--- config.mk ---
export PLATFORM = sky130hd
export DESIGN_NAME = sbrb_cursor
export DESIGN_NICKNAME = d
export VERILOG_FILES = /design/src/rtl/sbrb_pkg.sv /design/src/rtl/sbrb_cursor.sv
export SDC_FILE = /design/constraint.sdc
export NUM_CORES = 1
export LEC_CHECK = 0
export BUFFER_PORTS_ARGS = -buffer_cell sky130_fd_sc_hd__buf_2
export CORE_ASPECT_RATIO = 1.5
export CORE_MARGIN = 1.5
export CORE_UTILIZATION = 45
export CTS_CLUSTER_SIZE = 12
export DETAILED_ROUTE_END_ITERATION = 6
export HOLD_SLACK_MARGIN = 0.05
export PLACE_DENSITY_LB_ADDON = 0.08
export SETUP_SLACK_MARGIN = 0.1
export SYNTH_ARGS = -nofsm -noshare
export SYNTH_HDL_FRONTEND = slang
export SYNTH_SLANG_ARGS = --single-unit
--- constraint.sdc ---
create_clock -name clk -period 13.7 [get_ports clk]
set_clock_uncertainty 0.05 [all_clocks]
set_input_delay 2.055 -clock clk [delete_from_list [all_inputs] [get_ports clk]]
set_output_delay 2.055 -clock clk [all_outputs]
set_load 0.1 [all_outputs]
--- src/rtl/sbrb_pkg.sv ---
`default_nettype none

package sbrb_pkg;

  // Width of an effective reader count (0..15)
  localparam int ACT_W = 5;

  // Operation codes on in_kind
  localparam logic [1:0] KIND_PUBLISH = 2'd0;
  localparam logic [1:0] KIND_READ    = 2'd1;
  localparam logic [1:0] KIND_MARK    = 2'd2;
  localparam logic [1:0] KIND_NOP     = 2'd3;

  // Result status codes
  localparam logic [1:0] STAT_OK     = 2'd0;
  localparam logic [1:0] STAT_FULL   = 2'd1;
  localparam logic [1:0] STAT_BAD_ID = 2'd2;
  localparam logic [1:0] STAT_UNPUB  = 2'd3;

  // Sequencer states
  typedef enum logic [1:0] {
    ST_IDLE,
    ST_SCAN,
    ST_EXEC,
    ST_RESP
  } sbrb_state_t;

  // Control from the sequencer to the cursor unit
  typedef struct packed {
    logic       mark_en;
    logic [2:0] mark_id;
    logic       scan_clr;
    logic       scan_en;
  } sbrb_cur_ctrl_t;

endpackage

`default_nettype wire

--- src/rtl/sbrb_cursor.sv ---
`default_nettype none

module sbrb_cursor import sbrb_pkg::*; #(
  parameter int MAX_READERS = 8,
  parameter int SEQ_BITS    = 32
) (
  input  wire logic                 clk,
  input  wire logic                 rst_n,
  input  wire sbrb_cur_ctrl_t       ctrl,
  input  wire logic [SEQ_BITS-1:0]  mark_seq,
  input  wire logic [ACT_W-1:0]     active,
  input  wire logic [SEQ_BITS-1:0]  write_count,
  output logic      [SEQ_BITS-1:0]  worst,
  output logic                      scan_last
);

  localparam int IDX_W = (MAX_READERS > 1) ? $clog2(MAX_READERS) : 1;

  logic [SEQ_BITS-1:0] seen_r [MAX_READERS];
  logic [IDX_W-1:0]    idx_r, idx_nxt;
  logic [SEQ_BITS-1:0] worst_r, worst_nxt;
  logic [SEQ_BITS-1:0] lag;
  logic                take;

  // Seen counts: cleared by reset, one entry written by a mark
  always_ff @(posedge clk) begin
    if (!rst_n) begin
      for (int i = 0; i < MAX_READERS; i++) begin
        seen_r[i] <= '0;
      end
    end else begin
      for (int i = 0; i < MAX_READERS; i++) begin
        if (ctrl.mark_en && (ACT_W'(ctrl.mark_id) == ACT_W'(i))) begin
          seen_r[i] <= mark_seq;
        end
      end
    end
  end

  // One cursor a cycle: lag modulo the counter width, keep the largest
  assign lag       = write_count - seen_r[idx_r];
  assign take      = (ACT_W'(idx_r) < active) && (lag > worst_r);
  assign scan_last = (idx_r == IDX_W'(MAX_READERS - 1));

  always_comb begin
    idx_nxt   = idx_r;
    worst_nxt = worst_r;
    if (ctrl.scan_clr) begin
      idx_nxt   = '0;
      worst_nxt = '0;
    end else if (ctrl.scan_en) begin
      idx_nxt = scan_last ? '0 : idx_r + IDX_W'(1);
      if (take) begin
        worst_nxt = lag;
      end
    end
  end

  always_ff @(posedge clk) begin
    if (!rst_n) begin
      idx_r   <= '0;
      worst_r <= '0;
    end else begin
      idx_r   <= idx_nxt;
      worst_r <= worst_nxt;
    end
  end

  assign worst = worst_r;

endmodule

`default_nettype wire

; Yosys cells after proc, flatten, opt, wreduce, memory -nomap -nowiden
; Memory sizes are Yosys's and may differ from the RTL's. A register that Yosys moved wholly into a read port is not among the register bits.
; Cells that the tools add are included.
[op_classes]
addsub = 2
eq_ne = 8
n_reduce_logical = 12
bitwise_logic = 9
order_cmp = 2
muxes = 36
[op_table]
columns = operator, count
row1 = 2-to-1 mux 32 bit, 8
row2 = greater-than comparator 32 bit, 1
row3 = subtractor 32 bit, 1
row4 = 2-to-1 mux 1 bit, 25
row5 = "equality test 3 bit, second input constant", 5
row6 = logical AND 1 bit, 9
row7 = 2-to-1 mux 3 bit, 3
row8 = bitwise OR 1 bit, 8
row9 = "equality test 3 x 2 -> 1 bit, second input constant", 2
row10 = < comparator 3 x 5 -> 1 bit, 1
row11 = "adder 3 x 1 -> 3 bit, second input constant", 1
row12 = "equality test 3 x 1 -> 1 bit, second input constant", 1
row13 = zero test 3 bit, 1
row14 = AND reduction 2 bit, 1
row15 = OR reduction 2 bit, 1
row16 = NOT 1 bit, 1
[totals]
ramBits = 256
n_memories = 1
register_bits = 35
[mem_list]
columns = name, depth, width, read_ports, rd_ports_with_merged_regs, wr, line
row1 = seen_r, 8, 32, 1, 1, 8, sbrb_cursor.sv:19  ; logic [SEQ_BITS-1:0] seen_r [MAX_READERS];

; Longest topological paths before layout
; Gate-level depths: netlist (run 1).
[depth]
ltp_word = 6
depth_mapped = 23
depth_no_buf = 19

; Worst setup path after synthesis (run 1)
; No wires, ideal clock.
[synth_path]
kind = input-to-reg
start = in write_count[0]
end = reg worst_r[21], in the netlist worst[21]
path_stages = 20
arrival_ns = 5.772
required_ns = 13.534
n_path_buf = 2
setup_slack_ns = 7.762
cell_sequence = inv_1 ha_1 fa_1 nor2b_1 o2111ai_1 a21oi_2 nor3_2 or2_1 o31a_1 xnor2_1 ha_1 nand4_1 nor2_1 a221o_1 a211oi_1 a21o_1 buf_6 buf_6 nand2_1 o211a_1
[synth_between]
elab_chain_cells = 4
[synth_rtl]
columns = element, line
row1 = from (decl), sbrb_cursor.sv:12  ; input wire logic [SEQ_BITS-1:0] write_count,
row2 = subtractor 32 bit, sbrb_cursor.sv:41  ; assign lag = write_count - seen_r[idx_r];
row3 = net lag[28], sbrb_cursor.sv:22  ; logic [SEQ_BITS-1:0] lag;
row4 = greater-than comparator 32 bit, sbrb_cursor.sv:42  ; assign take = (ACT_W'(idx_r) < active) && (lag > worst_r);
row5 = logical AND 1 bit, sbrb_cursor.sv:42
row6 = AND reduction 2 bit (no line), --
row7 = to (signal assigned), sbrb_cursor.sv:65  ; worst_r <= worst_nxt;
row8 = to (decl), sbrb_cursor.sv:21  ; logic [SEQ_BITS-1:0] worst_r, worst_nxt;
; The timed path passes the listed nets, and every way through them passes these cells.
; A chain may end at the register's enable or synchronous reset.

==> impl_metrics.toml, run 1 <==
[floorplanning]
io_pins = 110
die_x_um = 152
dieArea_sq_um = 34300
initial_core_util_pct = 45.8
die_h_um = 226
num_rows = 81
coreArea_sq_um = 32600

[sta]
worstMarginPinSlew_ns = 1.07
max_freq_mhz = 137
maxSlewHeadroom_pct = 28.4
min_period_over_period_pct = 53.4
rsz0062_at_grt = "false"
layout_min_cycle_time_ns = 7.32
slew_viol_final = 0
setup_viol = 0
hold_violations = 0
setup_tns_ns = 0

[clock_tree]
path_clk_slew_ns = 0.06
cts_buffers = 30
post_cts_resized = 0
cts_max_path_buffers = 3
post_cts_buffers = 0
h-tree-depth = 1
clk_latency_ns = 0.56
cts_tree = "yes"
ctsHoldBuffers = 0
cts_root_buf = "clkbuf_16"
clock_sinks = 294

[worst_hold_path]
hold_path_class = "register to register"
holdPathStages = 2

[global_routing]
gr-total-overflow = 0
grt_pass1_wl_mm = 57.1
grt_pass1_vias = 10062
grt_max_degree = 64
antenna_found_initial = 0
track_usage_pct = 22.3

[logic_synthesis]
synth_top_family_by_area = "simple AND/OR/NAND/NOR gates"
synth_warnings = 0
yosys.area_share.simple_pct = 12.2
ys_ff_latch = 294
avgSynthCellArea_sq_um = 12.1
yosysMostFrequentCell = "edfxtp_1"
synth_area_leader_cell = "edfxtp_1"
ys_async_sr_fraction_pct = 0
yosys-top-cells-area = "edfxtp_1 (51%), mux4_2 (9.6%), ha_1 (5.6%)"
synthCells = 1231
ys.flop_type = "edfxtp_1"
netlist-cell-type-count = 67
netlist.area_leader.share_pct = 51.4
synthAdderAreaFrac_pct = 5.74
synth_compound_area_share_pct = 8.21
synth_edf_count = 256
synth_mux_area_share_pct = 12.1
ys_seq_area_share_pct = 56.5
synth_common_cells = "edfxtp_1 (256), nor2_1 (222), nand2_1 (113)"
syn-num-nets = 1376
yosys.area_share.xor_xnor_pct = 1.52
synth_area_sq_um = 14900

[flow_run]
max_cap_viol_count = 0

[routing]
routed_wl_mm = 37.4
vias = 9832
wl_per_cell_um = 21.3
drt_first_pass_iters = 5
drc = 0
initialDrtViolationCount = 494
ant_nets = 0
via_per_inst = 5.59

[placed_design]
place.gp.congestion = 0.886
hpwl_mm = 23.8
place_inst = 1713
portBuffers = 109

[setup_path]
worstSetupStartpointType = "register"
arrival_ns = 7.71
max_stage_delay_ns = 0.75
crit_path_end_kind = "register"
cp_max_fo = 40
crit_slowest_cell = "buf_4"
cp.required_ns = 14.10
path_class = "register to register"
cp_cell_sequence = "buf_4 -> mux4_2 -> mux2_2 -> ha_1 -> fa_1 -> nor2b_1 -> o2111ai_1 -> a21oi_2 -> nor3_2 -> or2_1 -> o31a_1 -> xnor2_1 -> ha_1 -> nand4_1 -> nor4_2 -> nor3b_2 -> a21o_1 -> a21o_1 -> buf_4 -> a21oi_1 -> o21a_1"
reg2reg_depth = 21

[power]
power_mw = 2.35
ir_worst_vdd_mv = 0.0996
cellPowerDensity_nw_per_um2 = 140
p_leak_nw = 6.26

[cells_and_area]
syn2layout_area_growth_pct = 12.7
final_nets = 1475
nFillCells = 2885
layout.cells.non_filler = 1759
post_route_cells_drive_above_1_share_pct = 18.8

[run_status]
status = "complete, no violations"
## stage by stage
stage | util (%) | setup slack [ns] | hold slack, ns | instance area (sq um)
after floorplan | - | 7.76 | 0.468 | 14900
after global placement | 48.7 | 6.29 | 0.407 | 15900
after detailed placement | 48.7 | 6.23 | 0.413 | 15900
after CTS | 51.6 | 6.22 | 0.422 | 16800
after global routing | 51.6 | 5.85 | 0.443 | 16800
final | 51.6 | 6.38 | 0.418 | 16800
## power by group
| group | total, mW | leakage, nW | switching (mW) | internal (mW) |
|---|---|---|---|---|
| clock network | 0.805 | 0.454 | 0.325 | 0.480 |
| logic | 0.487 | 3.01 | 0.320 | 0.166 |
| registers | 1.06 | 2.79 | 0.0217 | 1.04 |
| total | 2.35 | 6.26 | 0.667 | 1.69 |
## cell families (layout without fill, tap and decap cells)
family	Yosys count	in the layout
buf+inv	136	248
compound gates	180	180
other cells	0	1
xor+xnor	26	26
flops	294	294
fa+ha+maj	68	68
simple gates	427	427
mux	100	100
## sequential cells by signal (all words and copies together), names as in the netlist, named ones only
signal	flops
seen_r	256
worst	32
idx_r	3
## metal layers
metal | global-route usage [%] | vias to the layer above | share of wire (%) | wire, um
li1 | - | 4704 | - | -
met1 | 27.3 | 4855 | 41 | 15500
met2 | 40.6 | 218 | 52 | 19400
met3 | 2.87 | 55 | 4.2 | 1580
met4 | 6.45 | 0 | 2.5 | 930
met5 | 0 | - | 0 | 0
## area by class of cell
cell class                      instances  area [sq um]  share of cell area [%]
Multi-Input combinational cell        801          5950                    35.3
Clock inverter                          7           133                   0.788
Timing Repair Buffer                  129           696                    4.13
Sequential cell                       294          8450                    50.2
Inverter                               74           278                    1.65
Antenna cell                            1          2.50                  0.0149
Tap cell                              415           519                    3.08
Clock buffer                           38           802                    4.76
## worst max-delay path: cells and delay by family (launching register included)
kind / cells / cell delay, ns
AO/OA/AOI/OAI: 7 / 1.91
XOR/XNOR: 1 / 0.13
adder cells (fa/ha/maj): 3 / 0.89
buffers and inverters: 2 / 1.13
flip-flops: 1 / 0.68
multiplexers: 2 / 0.86
AND/OR/NAND/NOR: 6 / 1.49
## layout by cell type (no fill, tap or decap), types with 7 or more instances in the layout
cell / synthesis / routed
edfxtp_1: 256 / 256
nor2_1: 222 / 222
nand2_1: 113 / 111
buf_2: 11 / 109
inv_1: 74 / 74
ha_1: 67 / 67
mux4_2: 64 / 64
a21oi_1: 63 / 62
mux2i_1: 35 / 35
dfxtp_1: 38 / 35
clkbuf_16: 0 / 31
nand3_1: 25 / 25
xnor2_1: 20 / 20
buf_4: 0 / 20
a21o_1: 18 / 18
o21ai_0: 17 / 17
nand4_1: 13 / 13
o21a_1: 10 / 10
a211oi_1: 10 / 10
nor2b_1: 8 / 8
o211ai_1: 8 / 8
or3_1: 8 / 8
clkbuf_1: 45 / 7
## worst paths after layout
kind	from	to	slack, ns
worst max register to register	register	worst[20]	6.38
worst min-delay path	worst[2]	worst[2]	0.42
worst max-delay path	register	worst[20]	6.38
worst min register to register	worst[2]	worst[2]	0.42
Power figures use the tool's default switching activity.
==> inputs of run 2 (changes only) <==
==> constraint.sdc (replaced) <==
create_clock -name clk -period 6.8 [get_ports clk]
set_clock_uncertainty 0.05 [all_clocks]
set_input_delay 1.02 -clock clk [delete_from_list [all_inputs] [get_ports clk]]
set_output_delay 1.02 -clock clk [all_outputs]
set_load 0.1 [all_outputs]
==> run 2 against run 1 <==
First-iteration DRC count fell by 0.40%. Via count fell by 0.26%. Clock-buffer cell count rose by 1. Die area did not move. Largest power group unchanged. Critical path depth fell by 1. Final area rose by 0.28%. Largest cell class unchanged. Highest routed layer unchanged. Register-to-register slack got worse by 5.8 ns. Wire length fell by 0.99%. Utilization rose by 0.14 points. Non-clock buffer count rose by 9. Combinational power rose by 100%.
==> impl_metrics.toml, run 2 (synthesis results as in run 1) <==
[run_status]
status = "complete, no violations"

[setup_path]
cp.required_ns = 7.22
arrival_ns = 6.65
crit_end = "worst[0]"
rr_endpoint = "worst[0]"
reg2reg_depth = 20
path_class = "register to register"
ff2ff_setup_slack_ns = 0.58
crit_path_end_kind = "register"
worstSetupStartpointType = "register"
cp_max_fo = 21

[routing]
wl_per_cell_um = 20.9
routed_wl_mm = 37.0
wl_met1_mm = 14.9
via_per_inst = 5.54
top_layer = "met4"
wl_met2_mm = 19.9
ant_nets = 0
drc = 0
initialDrtViolationCount = 492
met3_length_mm = 1.56
drt_first_pass_iters = 4
vias = 9806

[sta]
hold_violations = 0
rsz0062_at_grt = "false"
max_freq_mhz = 161
slew_viol_final = 0
setup_tns_ns = 0
maxSlewHeadroom_pct = 25.9
worst_slack_ns = 0.579
worstMarginPinSlew_ns = 1.11
setup_viol = 0
min_period_over_period_pct = 91.5
layout_min_cycle_time_ns = 6.22

[clock_tree]
cts_root_buf = "clkbuf_16"
path_clk_slew_ns = 0.06
post_cts_resized = 0
clk_latency_ns = 0.58
cts_tree = "yes"
h-tree-depth = 1
clock_sinks = 294
cts_max_path_buffers = 3
post_cts_buffers = 0
ctsHoldBuffers = 0
cts_buffers = 31

[cells_and_area]
final_nets = 1485
layout.cells.non_filler = 1771
syn2layout_area_growth_pct = 13.0
post_route_cells_drive_above_1_share_pct = 19.5
mostFrequentLayoutCells = "edfxtp_1 (256), nor2_1 (222), nand2_1 (111), buf_2 (109), inv_1 (74)"
largest_reg_flops = 256
layout_commonest_cell = "edfxtp_1"
diodes = 0
top_register = "seen_r"

[global_routing]
grt_pass1_wl_mm = 56.3
gr-total-overflow = 0
track_usage_pct = 22.2
grt_max_degree = 43
antenna_found_initial = 0
grt_pass1_vias = 9909

[floorplanning]
die_h_um = 226
initial_core_util_pct = 45.8
coreArea_sq_um = 32600
num_rows = 81
die_x_um = 152
io_pins = 110
dieArea_sq_um = 34300

[power]
p_leak_nw = 6.29
cellPowerDensity_nw_per_um2 = 276
ir_worst_vdd_mv = 0.173

[placed_design]
place_inst = 1722
hpwl_mm = 24.5
place.gp.congestion = 0.830
portBuffers = 109
pre_cts_ws_ns = 0.582

[flow_run]
max_cap_viol_count = 0

[worst_hold_path]
hold_path_class = "register to register"
hold_start = "worst[4]"
-- run 2: cell count changes in the layout (fill, tap and decap cells not counted) --
cell | before | now
clkinv_4 | 0 | 1
clkinvlp_4 | 0 | 1
buf_4 | 20 | 27
diode_2 | 1 | 0
clkinv_2 | 1 | 2
buf_12 | 0 | 2
bufinv_16 | 4 | 1
inv_6 | 0 | 2
clkinv_1 | 2 | 3
clkbuf_1 | 7 | 8
-- run 2: worst min-delay path by stage --
stage	to	slack, ns	cells past startpoint
floorplan	register	0.47	2
global placement	worst[11]	0.41	2
detailed placement	worst[4]	0.42	2
CTS	worst[4]	0.42	2
global route	worst[11]	0.44	2
finish	worst[4]	0.42	2
-- run 2: where the power goes --
part | internal [mW] | switching [mW] | total (mW) | leakage [nW]
combinational | 0.341 | 0.645 | 0.985 | 3.06
sequential | 2.10 | 0.0425 | 2.14 | 2.79
clock | 0.865 | 0.674 | 1.54 | 0.431
-- run 2: final cells by class --
class | instances | area (sq um)
repair buffers | 138 | 788
clock inverters | 10 | 85.1
multi-input cells | 801 | 5950
inverters | 74 | 278
well taps | 415 | 519
fillers | 2971 | 15800
flip-flops and latches | 294 | 8450
clock buffers | 39 | 806
-- run 2: per-stage QoR --
step	power (mW)	instance area (sq um)	hold WS, ns	utilization [%]
after floorplan	2.91	14900	0.468	-
after global placement	3.16	16000	0.407	49.0
after detailed placement	3.17	16000	0.415	49.0
after CTS	4.71	16900	0.424	51.7
after global routing	4.87	16900	0.444	51.7
final	4.66	16900	0.417	51.7
-- run 2: critical path, cell delays in order (launching register included) --
cell      delay [ns]
dfxtp_4         0.54
buf_12          0.25
mux4_2          0.53
mux2i_1         0.34
ha_1            0.40
and3_1          0.21
a221oi_1        0.22
o21ai_1         0.20
a211oi_2        0.47
a31oi_4         0.21
a211oi_2        0.24
xnor2_1         0.09
ha_1            0.30
nand4_1         0.19
nor4_2          0.25
nor3b_2         0.25
o31ai_1         0.17
a21oi_2         0.50
buf_4           0.36
nor2_1          0.06
a211oi_1        0.25
-- run 2: routing by layer --
layer / up-vias / global-route usage [%]
met4: 0 / 5.33
met3: 48 / 2.67
li1: 4711 / -
met1: 4828 / 27.0
met2: 219 / 41.0
met5: - / 0
